<file path="src/design/erase_count_histogram_macros.svh">
// Assertion macros shared by the erase counter histogram RTL.
// Define ASSERT_OFF to compile the checks away; no other dependencies.
`ifndef ERASE_COUNT_HISTOGRAM_MACROS_SVH
`define ERASE_COUNT_HISTOGRAM_MACROS_SVH

`ifndef ASSERT_OFF
// antecedent true -> consequent true in the same cycle
`define ECH_ASSERT_IMPLY(label, clk, rst, ante, cons) \
  label: assert property (@(posedge clk) disable iff (rst) (ante) |-> (cons)) \
    else $error("histogram assertion failed");
// antecedent true -> consequent true in the next cycle
`define ECH_ASSERT_NEXT(label, clk, rst, ante, cons) \
  label: assert property (@(posedge clk) disable iff (rst) (ante) |=> (cons)) \
    else $error("histogram assertion failed");
`else
`define ECH_ASSERT_IMPLY(label, clk, rst, ante, cons)
`define ECH_ASSERT_NEXT(label, clk, rst, ante, cons)
`endif

`endif

</file>
<file path="src/design/ech_pkg.sv">
// Shared types and constants for the erase counter histogram.
// Used by ech_div, erase_count_histogram and tb_top; no dependencies.
package ech_pkg;

  localparam int NUM_BINS_DEF = 6;
  localparam int NUM_THR      = 5;
  localparam int VAL_W        = 31;
  localparam int CNT_W        = 32;
  localparam int SUM_W        = 64;
  localparam int DIV_STEPS    = 64;
  localparam int STEP_W       = $clog2(DIV_STEPS);

  localparam logic [2:0] CFG_BINS_IN_USE     = 3'd0;
  localparam logic [2:0] CFG_THRESHOLD_ONE   = 3'd1;
  localparam logic [2:0] CFG_THRESHOLD_TWO   = 3'd2;
  localparam logic [2:0] CFG_THRESHOLD_THREE = 3'd3;
  localparam logic [2:0] CFG_THRESHOLD_FOUR  = 3'd4;
  localparam logic [2:0] CFG_THRESHOLD_FIVE  = 3'd5;

  localparam logic [1:0] OP_ADD   = 2'd0;
  localparam logic [1:0] OP_READ  = 2'd1;
  localparam logic [1:0] OP_CLEAR = 2'd2;

  localparam logic [2:0] BINS_RESET = 3'd6;
  localparam logic [VAL_W-1:0] THR_RESET [NUM_THR] = '{
    31'd10, 31'd100, 31'd1000, 31'd10000, 31'd100000
  };

  typedef enum logic [2:0] {
    S_IDLE,
    S_SEARCH,
    S_UPD_TOT,
    S_UPD_BIN,
    S_RD_START,
    S_RD_DIV,
    S_RD_DONE
  } state_t;

  typedef struct packed {
    logic busy;
    logic done;
  } div_status_t;

endpackage

</file>
<file path="src/design/erase_count_histogram.sv">
// Erase counter histogram: binned count/sum/min/max plus overall totals.
// Add item: a skipped marker returns straight to idle; otherwise a threshold search
//   reuses a single comparator one bin per cycle, then totals and bin are updated.
// Read item: runs the 64-step mean divider, skipped for an empty bin. Clear item:
// done on acceptance. Stats and registers take their reset values on rst.
module erase_count_histogram #(
  parameter int NUM_BINS = ech_pkg::NUM_BINS_DEF
) (
  input  logic                      clk,
  input  logic                      rst,
  // configuration write port
  input  logic                      cfg_write,
  input  logic [2:0]                cfg_index,
  input  logic [ech_pkg::VAL_W-1:0] cfg_data,
  // input items
  input  logic                      in_valid,
  output logic                      in_stall,
  input  logic [1:0]                opcode,
  input  logic [31:0]               count_value,
  input  logic [2:0]                bin_select,
  // result items
  output logic                      out_valid,
  input  logic                      out_stall,
  output logic [ech_pkg::VAL_W-1:0] bin_low,
  output logic [ech_pkg::CNT_W-1:0] bin_count,
  output logic [ech_pkg::VAL_W-1:0] bin_min,
  output logic [ech_pkg::VAL_W-1:0] bin_mean,
  output logic [ech_pkg::VAL_W-1:0] bin_max,
  output logic [ech_pkg::CNT_W-1:0] total_count,
  output logic [ech_pkg::VAL_W-1:0] total_min,
  output logic [ech_pkg::VAL_W-1:0] total_max
);
  import ech_pkg::*;

`include "erase_count_histogram_macros.svh"

  localparam int BIN_W = $clog2(NUM_BINS);

  // ---------------------------------------------------------------------------
  // Configuration registers
  // ---------------------------------------------------------------------------
  logic [2:0]       bins_in_use;
  logic [VAL_W-1:0] thr [NUM_THR];

  always_ff @(posedge clk) begin
    if (rst) begin
      bins_in_use <= BINS_RESET;
      thr         <= THR_RESET;
    end else if (cfg_write) begin
      unique case (cfg_index)
        CFG_BINS_IN_USE:     bins_in_use <= cfg_data[2:0];
        CFG_THRESHOLD_ONE:   thr[0]      <= cfg_data;
        CFG_THRESHOLD_TWO:   thr[1]      <= cfg_data;
        CFG_THRESHOLD_THREE: thr[2]      <= cfg_data;
        CFG_THRESHOLD_FOUR:  thr[3]      <= cfg_data;
        CFG_THRESHOLD_FIVE:  thr[4]      <= cfg_data;
        default: ;  // writes beyond the register list are dropped
      endcase
    end
  end

  // Active bin count, clamped to 1..NUM_BINS.
  logic [2:0] active;
  always_comb begin
    if (bins_in_use == 3'd0)              active = 3'd1;
    else if (bins_in_use > 3'(NUM_BINS))  active = 3'(NUM_BINS);
    else                                  active = bins_in_use;
  end

  // ---------------------------------------------------------------------------
  // Statistics stores (small, flop based)
  // ---------------------------------------------------------------------------
  logic [CNT_W-1:0] bin_counts   [NUM_BINS];
  logic [SUM_W-1:0] bin_sums     [NUM_BINS];
  logic [VAL_W-1:0] bin_minimums [NUM_BINS];
  logic [VAL_W-1:0] bin_maximums [NUM_BINS];
  logic [VAL_W-1:0] overall_min;
  logic [VAL_W-1:0] overall_max;
  logic [CNT_W-1:0] overall_count;

  // ---------------------------------------------------------------------------
  // Sequencer state and item latches
  // ---------------------------------------------------------------------------
  state_t           state;
  state_t           state_next;
  logic [VAL_W-1:0] smp;      // sample under way
  logic [BIN_W-1:0] bin;      // bin found by the threshold walk
  logic [2:0]       rd_sel;   // bin being read

  logic in_acc;
  logic do_clear;
  logic step_bin;
  logic div_start;
  logic out_load;

  // shared threshold comparator: one threshold per search cycle
  logic [VAL_W-1:0] thr_cur;
  logic             go_on;
  always_comb begin
    thr_cur = '0;
    if (3'(bin) < 3'(NUM_THR)) thr_cur = thr[3'(bin)];
    go_on = (4'(bin) + 4'd1 < 4'(active)) && (smp >= thr_cur);
  end

  // read path: select the addressed bin
  logic [BIN_W-1:0] rsel;
  logic             sel_ok;
  logic             rd_nz;
  logic [VAL_W-1:0] rd_low;
  assign rsel   = rd_sel[BIN_W-1:0];
  assign sel_ok = rd_sel < 3'(NUM_BINS);
  assign rd_nz  = sel_ok && (bin_counts[rsel] != '0);

  always_comb begin
    rd_low = '0;
    if (sel_ok && rd_sel != 3'd0) rd_low = thr[3'(rd_sel - 3'd1)];
  end

  // mean divider
  logic [VAL_W-1:0] div_q;
  div_status_t      div_stat;

  ech_div u_div (
    .clk      (clk),
    .rst      (rst),
    .start    (div_start),
    .dividend (bin_sums[rsel]),
    .divisor  (bin_counts[rsel]),
    .quotient (div_q),
    .status   (div_stat)
  );

  always_ff @(posedge clk) begin
    if (rst) state <= S_IDLE;
    else     state <= state_next;
  end

  always_comb begin
    state_next = state;
    in_stall   = (state != S_IDLE);
    in_acc     = in_valid && (state == S_IDLE);
    do_clear   = 1'b0;
    step_bin   = 1'b0;
    div_start  = 1'b0;
    out_load   = 1'b0;
    unique case (state)
      S_IDLE: begin
        if (in_acc) begin
          case (opcode)
            OP_ADD: begin
              // markers and oversized words never reach the stores
              if (count_value < {1'b0, {VAL_W{1'b1}}}) state_next = S_SEARCH;
            end
            OP_READ:  state_next = S_RD_START;
            OP_CLEAR: do_clear = 1'b1;
            default: ;
          endcase
        end
      end
      S_SEARCH: begin
        if (go_on) step_bin = 1'b1;
        else       state_next = S_UPD_TOT;
      end
      S_UPD_TOT: state_next = S_UPD_BIN;
      S_UPD_BIN: state_next = S_IDLE;
      S_RD_START: begin
        if (rd_nz) begin
          div_start  = 1'b1;
          state_next = S_RD_DIV;
        end else begin
          state_next = S_RD_DONE;
        end
      end
      S_RD_DIV: begin
        if (div_stat.done) state_next = S_RD_DONE;
      end
      S_RD_DONE: begin
        // output register free or being emptied this cycle
        if (!out_valid || !out_stall) begin
          out_load   = 1'b1;
          state_next = S_IDLE;
        end
      end
      default: state_next = S_IDLE;
    endcase
  end

  always_ff @(posedge clk) begin
    if (in_acc) begin
      smp    <= count_value[VAL_W-1:0];
      rd_sel <= bin_select;
      bin    <= '0;
    end else if (step_bin) begin
      bin <= bin + BIN_W'(1);
    end
  end

  // store updates: totals and the bin are done in separate cycles
  always_ff @(posedge clk) begin
    if (rst || do_clear) begin
      for (int k = 0; k < NUM_BINS; k++) begin
        bin_counts[k]   <= '0;
        bin_sums[k]     <= '0;
        bin_minimums[k] <= '1;
        bin_maximums[k] <= '0;
      end
      overall_min   <= '1;
      overall_max   <= '0;
      overall_count <= '0;
    end else if (state == S_UPD_TOT) begin
      if (overall_count != '1) overall_count <= overall_count + CNT_W'(1);
      if (smp < overall_min)   overall_min   <= smp;
      if (smp > overall_max)   overall_max   <= smp;
    end else if (state == S_UPD_BIN) begin
      // a saturated bin still tracks min and max
      if (bin_counts[bin] != '1) begin
        bin_counts[bin] <= bin_counts[bin] + CNT_W'(1);
        bin_sums[bin]   <= bin_sums[bin] + SUM_W'(smp);
      end
      if (smp < bin_minimums[bin]) bin_minimums[bin] <= smp;
      if (smp > bin_maximums[bin]) bin_maximums[bin] <= smp;
    end
  end

  // ---------------------------------------------------------------------------
  // Output register
  // ---------------------------------------------------------------------------
  always_ff @(posedge clk) begin
    if (rst)             out_valid <= 1'b0;
    else if (out_load)   out_valid <= 1'b1;
    else if (!out_stall) out_valid <= 1'b0;
  end

  always_ff @(posedge clk) begin
    if (out_load) begin
      bin_low     <= rd_low;
      bin_count   <= sel_ok ? bin_counts[rsel] : '0;
      bin_min     <= rd_nz ? bin_minimums[rsel] : '0;
      bin_mean    <= rd_nz ? div_q : '0;
      bin_max     <= sel_ok ? bin_maximums[rsel] : '0;
      total_count <= overall_count;
      total_min   <= (overall_count != '0) ? overall_min : '0;
      total_max   <= overall_max;
    end
  end

  // ---------------------------------------------------------------------------
  // Checks
  // ---------------------------------------------------------------------------
  `ECH_ASSERT_IMPLY(a_div_done_waits, clk, rst, div_stat.done, state == S_RD_DIV)
  `ECH_ASSERT_IMPLY(a_div_busy_in_read, clk, rst, div_stat.busy, state == S_RD_DIV)
  `ECH_ASSERT_IMPLY(a_empty_max, clk, rst, overall_count == '0, overall_max == '0)
  `ECH_ASSERT_NEXT(a_read_busy, clk, rst, in_acc && opcode == OP_READ, state == S_RD_START)
  `ECH_ASSERT_IMPLY(a_result_from_read, clk, rst, $rose(out_valid), $past(state) == S_RD_DONE)

endmodule

</file>
<file path="src/design/ech_div.sv">
// Restoring divider, one quotient bit per cycle, for the bin mean.
// Depends on ech_pkg.
module ech_div (
  input  logic                              clk,
  input  logic                              rst,
  input  logic                              start,
  input  logic [ech_pkg::SUM_W-1:0]         dividend,
  input  logic [ech_pkg::CNT_W-1:0]         divisor,
  output logic [ech_pkg::VAL_W-1:0]         quotient,
  output ech_pkg::div_status_t              status
);
  import ech_pkg::*;

  logic              busy;
  logic              done;
  logic [STEP_W-1:0] step;
  logic [SUM_W-1:0]  acc;   // dividend bits shift out, quotient bits shift in
  logic [CNT_W-1:0]  rem;

  logic [CNT_W:0]    rem_shift;
  logic [CNT_W:0]    rem_diff;
  logic              qbit;
  logic [CNT_W-1:0]  rem_next;

  always_comb begin
    rem_shift = {rem, acc[SUM_W-1]};
    rem_diff  = rem_shift - {1'b0, divisor};
    qbit      = rem_shift >= {1'b0, divisor};
    rem_next  = qbit ? rem_diff[CNT_W-1:0] : rem_shift[CNT_W-1:0];
  end

  always_ff @(posedge clk) begin
    if (rst) begin
      busy <= 1'b0;
      done <= 1'b0;
    end else begin
      done <= 1'b0;
      if (start) begin
        busy <= 1'b1;
      end else if (busy && step == STEP_W'(DIV_STEPS - 1)) begin
        busy <= 1'b0;
        done <= 1'b1;
      end
    end
  end

  always_ff @(posedge clk) begin
    if (start) begin
      acc  <= dividend;
      rem  <= '0;
      step <= '0;
    end else if (busy) begin
      acc  <= {acc[SUM_W-2:0], qbit};
      rem  <= rem_next;
      step <= step + STEP_W'(1);
    end
  end

  // mean never exceeds the largest sample, so the low bits hold it all
  assign quotient    = acc[VAL_W-1:0];
  assign status.busy = busy;
  assign status.done = done;

endmodule

</file>
<file path="config.mk">
export PLATFORM = sky130hd
export DESIGN_NAME = erase_count_histogram
export DESIGN_NICKNAME = d
export VERILOG_FILES = /design/src/design/ech_pkg.sv /design/src/design/erase_count_histogram.sv /design/src/design/ech_div.sv
export VERILOG_INCLUDE_DIRS = /design/src /design/src/design
export SDC_FILE = /design/constraint.sdc
export NUM_CORES = 2
export LEC_CHECK = 0
export BUFFER_PORTS_ARGS = -buffer_cell sky130_fd_sc_hd__buf_2
export CORE_UTILIZATION = 30
export CTS_CLUSTER_SIZE = 25
export DETAILED_ROUTE_END_ITERATION = 8
export PLACE_DENSITY_LB_ADDON = 0.2
export SYNTH_ARGS = -nofsm -noshare
export SYNTH_HDL_FRONTEND = slang
export SYNTH_SLANG_ARGS = --single-unit
export TNS_END_PERCENT = 10
</file>
<file path="constraint.sdc">
create_clock -name clk -period 16.1 [get_ports clk]
set_input_delay 0.805 -clock clk [delete_from_list [all_inputs] [get_ports clk]]
set_output_delay 0.805 -clock clk [all_outputs]
set_load 0.02 [all_outputs]
</file>
==> run summary <==
cell with the largest stage delay on the worst path: sky130_fd_sc_hd__buf_4
final weighted congestion of routability-driven global placement: 0.826
number of buffers inserted for hold repair after clock tree synthesis: 0
number of warnings reported in the yosys synthesis log: 0
critical path, cell by cell: buf_4, buf_4, buf_4, mux4_2, nand2_1, nand2_1, ha_1, nand3_1, o31ai_1, and3_1, o211ai_1, a211oi_4, o21ai_0, xnor2_1, nor2_1
final hold slack: 0.0951 ns
Final Cycle Share: 48.1%
clock tree skew after final layout: 0.0830 ns
tightest slew margin relative to the limit: 18.8%
wire length of the first global-routing pass: 469000 um
total core area: 319000 sq um
top-area cell type share of the netlist area: 50.3%
Setup-failing EPs final: 0
Ports: 328
multi-input gate area in the final layout: 39400 sq um
utilization after layout: 34.5%
Tmin final: 7.75 ns
TritonRoute pass-1 iters: 5
Port Buffer Count: 327
post-synthesis async set-or-reset flop share: 0%
register area: 54500 sq um
Setup crit start kind: flip-flop
number of buffers inserted during clock tree synthesis: 219
non-filler instance count after layout: 11770
Slowest Stage Delay on Critical Path: 0.92 ns
critical path class: reg2reg
filler instances: 30909
synthesized netlist net count: 7480
Worst EP arrival: 8.33 ns
maximum fanout along the worst path: 57
most frequent cell on the critical path: sky130_fd_sc_hd__buf_4
DRC violations left: 0
actual transition at the worst max-transition pin: 1.22 ns
Total Negative Setup Slacks: 0 ns
number of flip-flops and latches in the synthesized netlist: 1917
effective utilization at floorplan: 30.2%
clock-pin transition on the worst setup and hold timing paths: 0.06 ns
highest clock frequency the design can meet: 0.129 GHz
count of buffering cells on the critical path with inverters included: 3
number of standard-cell rows in the floorplan: 207
Die Footprint: 323000 sq um
vias after detailed routing: 62944
GRT Residual Overflow: 0
HPWL Detailed: 199000 um
setup repair after global routing missed its margin: no
main area contributors after synthesis: sky130_fd_sc_hd__edfxtp_1 (50%), sky130_fd_sc_hd__mux4_2 (15%), sky130_fd_sc_hd__dfxtp_1 (6.3%), sky130_fd_sc_hd__ha_1 (2.9%), sky130_fd_sc_hd__nand2_1 (2.9%)
Final #Nets: 7701
top cell family by delay on the critical path: buffers and inverters
outcome: completed
antenna violations before repair: 42
number of enable flip-flop cells after synthesis: 1612
number of pins with negative max-slew slack in the final report: 0
horizontal die dimension: 569 um
total instance count after detailed placement: 11357
Min-Delay Path Class: in2reg
fraction of layout cells with a size suffix above 1: 22.9%
netlist area before placement: 96300 sq um
final number of hold-violating endpoints: 0
number of buffers on the longest clock path: 4
vias in the first global route: 64315
worst ir drop on vdd: 0.117 mV
final antenna-violating net count: 0
die span in y: 569 um
most common flop cell mapped by yosys: sky130_fd_sc_hd__edfxtp_1
library cells used by synthesis: 102
mean area per synthesized cell: 13.4 sq um
number of sinks on the clock net: 1917
layout overhead on the synthesized area: 14.1%
cell type with the largest total area after synthesis: sky130_fd_sc_hd__edfxtp_1
largest net degree at the start of global routing: 146
endpoint class of the critical path: flip-flop
routed vias/inst: 5.35
part of the Yosys area used for sequential elements: 56.6%
buffer cell driving the clock tree root: sky130_fd_sc_hd__clkbuf_16
CTS resizes: 0
Lkg Pwr: 38.4 nW
number of H-tree levels: 4
critical path data required time: 16.68 ns
Post-Syn Instances: 7177
areal power density over the cells: 152 nW/um^2
total power after layout: 0.0167 W
max capacitance violation total: 0
latest clock arrival within the worst-skew pair: 0.94 ns
Routed wire per std cell: 27.8 um
total routing usage reported by global routing: 19.9%
post-CTS setup buffer count: 0
Detailed Route WL: 327000 um
TritonCTS clock tree: done
First DRT Iteration DRCs: 5767
## synthesized netlist by cell type, types with 54 or more instances
library cell and instances:
sky130_fd_sc_hd__buf_2 87, sky130_fd_sc_hd__a22oi_1 61, sky130_fd_sc_hd__a21oi_1 336, sky130_fd_sc_hd__and2_1 209
sky130_fd_sc_hd__nand2b_1 174, sky130_fd_sc_hd__inv_1 128, sky130_fd_sc_hd__mux4_2 652, sky130_fd_sc_hd__xnor2_1 73
sky130_fd_sc_hd__xor2_1 58, sky130_fd_sc_hd__nand3_1 199, sky130_fd_sc_hd__mux2i_1 261, sky130_fd_sc_hd__nor2_2 115
sky130_fd_sc_hd__edfxtp_1 1612, sky130_fd_sc_hd__o21ai_0 249, sky130_fd_sc_hd__nor2_1 626, sky130_fd_sc_hd__dfxtp_1 305
sky130_fd_sc_hd__nand2_1 737, sky130_fd_sc_hd__a21o_1 99, sky130_fd_sc_hd__nand4_1 54, sky130_fd_sc_hd__and3_1 56
sky130_fd_sc_hd__ha_1 225, sky130_fd_sc_hd__clkbuf_1 303
## cells in the final DEF, fill, tap and decap left out, types with 22 or more instances in the layout
master                      netlist  layout
sky130_fd_sc_hd__a211oi_1        39      33
sky130_fd_sc_hd__a21o_1          99      98
sky130_fd_sc_hd__a21oi_1        336     326
sky130_fd_sc_hd__a22oi_1         61      61
sky130_fd_sc_hd__and2_1         209     209
sky130_fd_sc_hd__and3_1          56      55
sky130_fd_sc_hd__buf_2           87     326
sky130_fd_sc_hd__buf_4           28     169
sky130_fd_sc_hd__bufinv_16        0      22
sky130_fd_sc_hd__clkbuf_1       303      43
sky130_fd_sc_hd__clkbuf_16        0     226
sky130_fd_sc_hd__clkinv_1         4      45
sky130_fd_sc_hd__clkinv_2         0      42
sky130_fd_sc_hd__dfxtp_1        305     296
sky130_fd_sc_hd__edfxtp_1      1612    1612
sky130_fd_sc_hd__ha_1           225     225
sky130_fd_sc_hd__inv_1          128     128
sky130_fd_sc_hd__mux2i_1        261     261
sky130_fd_sc_hd__mux4_2         652     652
sky130_fd_sc_hd__nand2_1        737     730
sky130_fd_sc_hd__nand2b_1       174     174
sky130_fd_sc_hd__nand3_1        199     195
sky130_fd_sc_hd__nand4_1         54      54
sky130_fd_sc_hd__nor2_1         626     616
sky130_fd_sc_hd__nor2_2         115     117
sky130_fd_sc_hd__nor3_1          53      51
sky130_fd_sc_hd__nor4_1          24      24
sky130_fd_sc_hd__o211ai_1        28      28
sky130_fd_sc_hd__o21ai_0        249     235
sky130_fd_sc_hd__or2_2           25      25
sky130_fd_sc_hd__or3_1           46      44
sky130_fd_sc_hd__xnor2_1         73      72
sky130_fd_sc_hd__xor2_1          58      58
## through the flow
| step | setup WS (ns) | instance area (sq um) |
|---|---|---|
| after floorplan | 2.35 | 96300 |
| after global placement | 8.32 | 103000 |
| after detailed placement | 8.24 | 103000 |
| after CTS | 8.22 | 110000 |
| after global routing | 7.98 | 110000 |
| final | 8.35 | 110000 |
## worst reg2reg max path, cell delays in order, from the launching register on
cell	delay, ns
sky130_fd_sc_hd__dfxtp_4	0.83
sky130_fd_sc_hd__buf_4	0.67
sky130_fd_sc_hd__buf_4	0.93
sky130_fd_sc_hd__buf_4	1.00
sky130_fd_sc_hd__mux4_2	0.45
sky130_fd_sc_hd__nand2_1	0.09
sky130_fd_sc_hd__nand2_1	0.09
sky130_fd_sc_hd__ha_1	0.37
sky130_fd_sc_hd__nand3_1	0.14
sky130_fd_sc_hd__o31ai_1	0.43
sky130_fd_sc_hd__and3_1	0.31
sky130_fd_sc_hd__o211ai_1	0.24
sky130_fd_sc_hd__a211oi_4	0.93
sky130_fd_sc_hd__o21ai_0	0.29
sky130_fd_sc_hd__xnor2_1	0.56
sky130_fd_sc_hd__nor2_1	0.15
## flip-flops by register name, summed over array words and instances (netlist names), 32 cells and up, named ones only
| register | cells |
|---|---|
| bin_sums | 512 |
| bin_counts | 256 |
| bin_maximums | 248 |
| bin_minimums | 248 |
| thr | 155 |
| u_div.acc | 64 |
| bin_count | 32 |
| overall_count | 32 |
| total_count | 32 |
| u_div.rem | 32 |
## path summary, 6_finish.rpt
check	cells past startpoint	to	slack [ns]	start
setup / recovery	15	bin_sums[7][34]$_DFFE_PP_	8.35	flip-flop
hold / removal	3	flip-flop	0.1	bin_select[0]
setup reg to reg	15	bin_sums[7][34]$_DFFE_PP_	8.35	flip-flop
hold reg to reg	0	total_max[10]$_DFFE_PP_	0.41	overall_max[10]$_SDFFE_PP0P_
## logic make-up (layout without fill, tap and decap cells)
kind of cell	after synthesis	after routing	synth area share, %
compound gates	926	926	5.79
xor+xnor	139	139	1.33
fa+ha+maj	227	227	2.97
buf+inv	636	1038	3.05
flops	1917	1917	56.6
mux	929	929	18.3
other cells	0	11	0
simple gates	2403	2403	11.9
## power by group
group	internal [W]	total, W	switching, W
sequential	0.00580	0.00609	0.000284
combinational	0.00210	0.00556	0.00346
clock	0.00297	0.00509	0.00213
total	0.0109	0.0167	0.00587
## final cells by class
type | instances | share of cell area, %
diodes | 11 | 0.0250
clock buffers | 282 | 5.45
clock inverters | 120 | 1.10
inverters | 134 | 0.464
multi-input cells | 4624 | 35.8
flip-flops and latches | 1917 | 49.6
well taps | 4180 | 4.76
repair buffers | 502 | 2.77
## metal layers
metal | GRT usage (%) | routed length (um) | up-vias
met2 | 32.7 | 156000 | 2037
met4 | 6.03 | 10400 | 18
met5 | 0 | 123 | -
met1 | 27.0 | 141000 | 32831
li1 | - | - | 27595
met3 | 2.91 | 19700 | 463
Power figures use the tool's default switching activity.
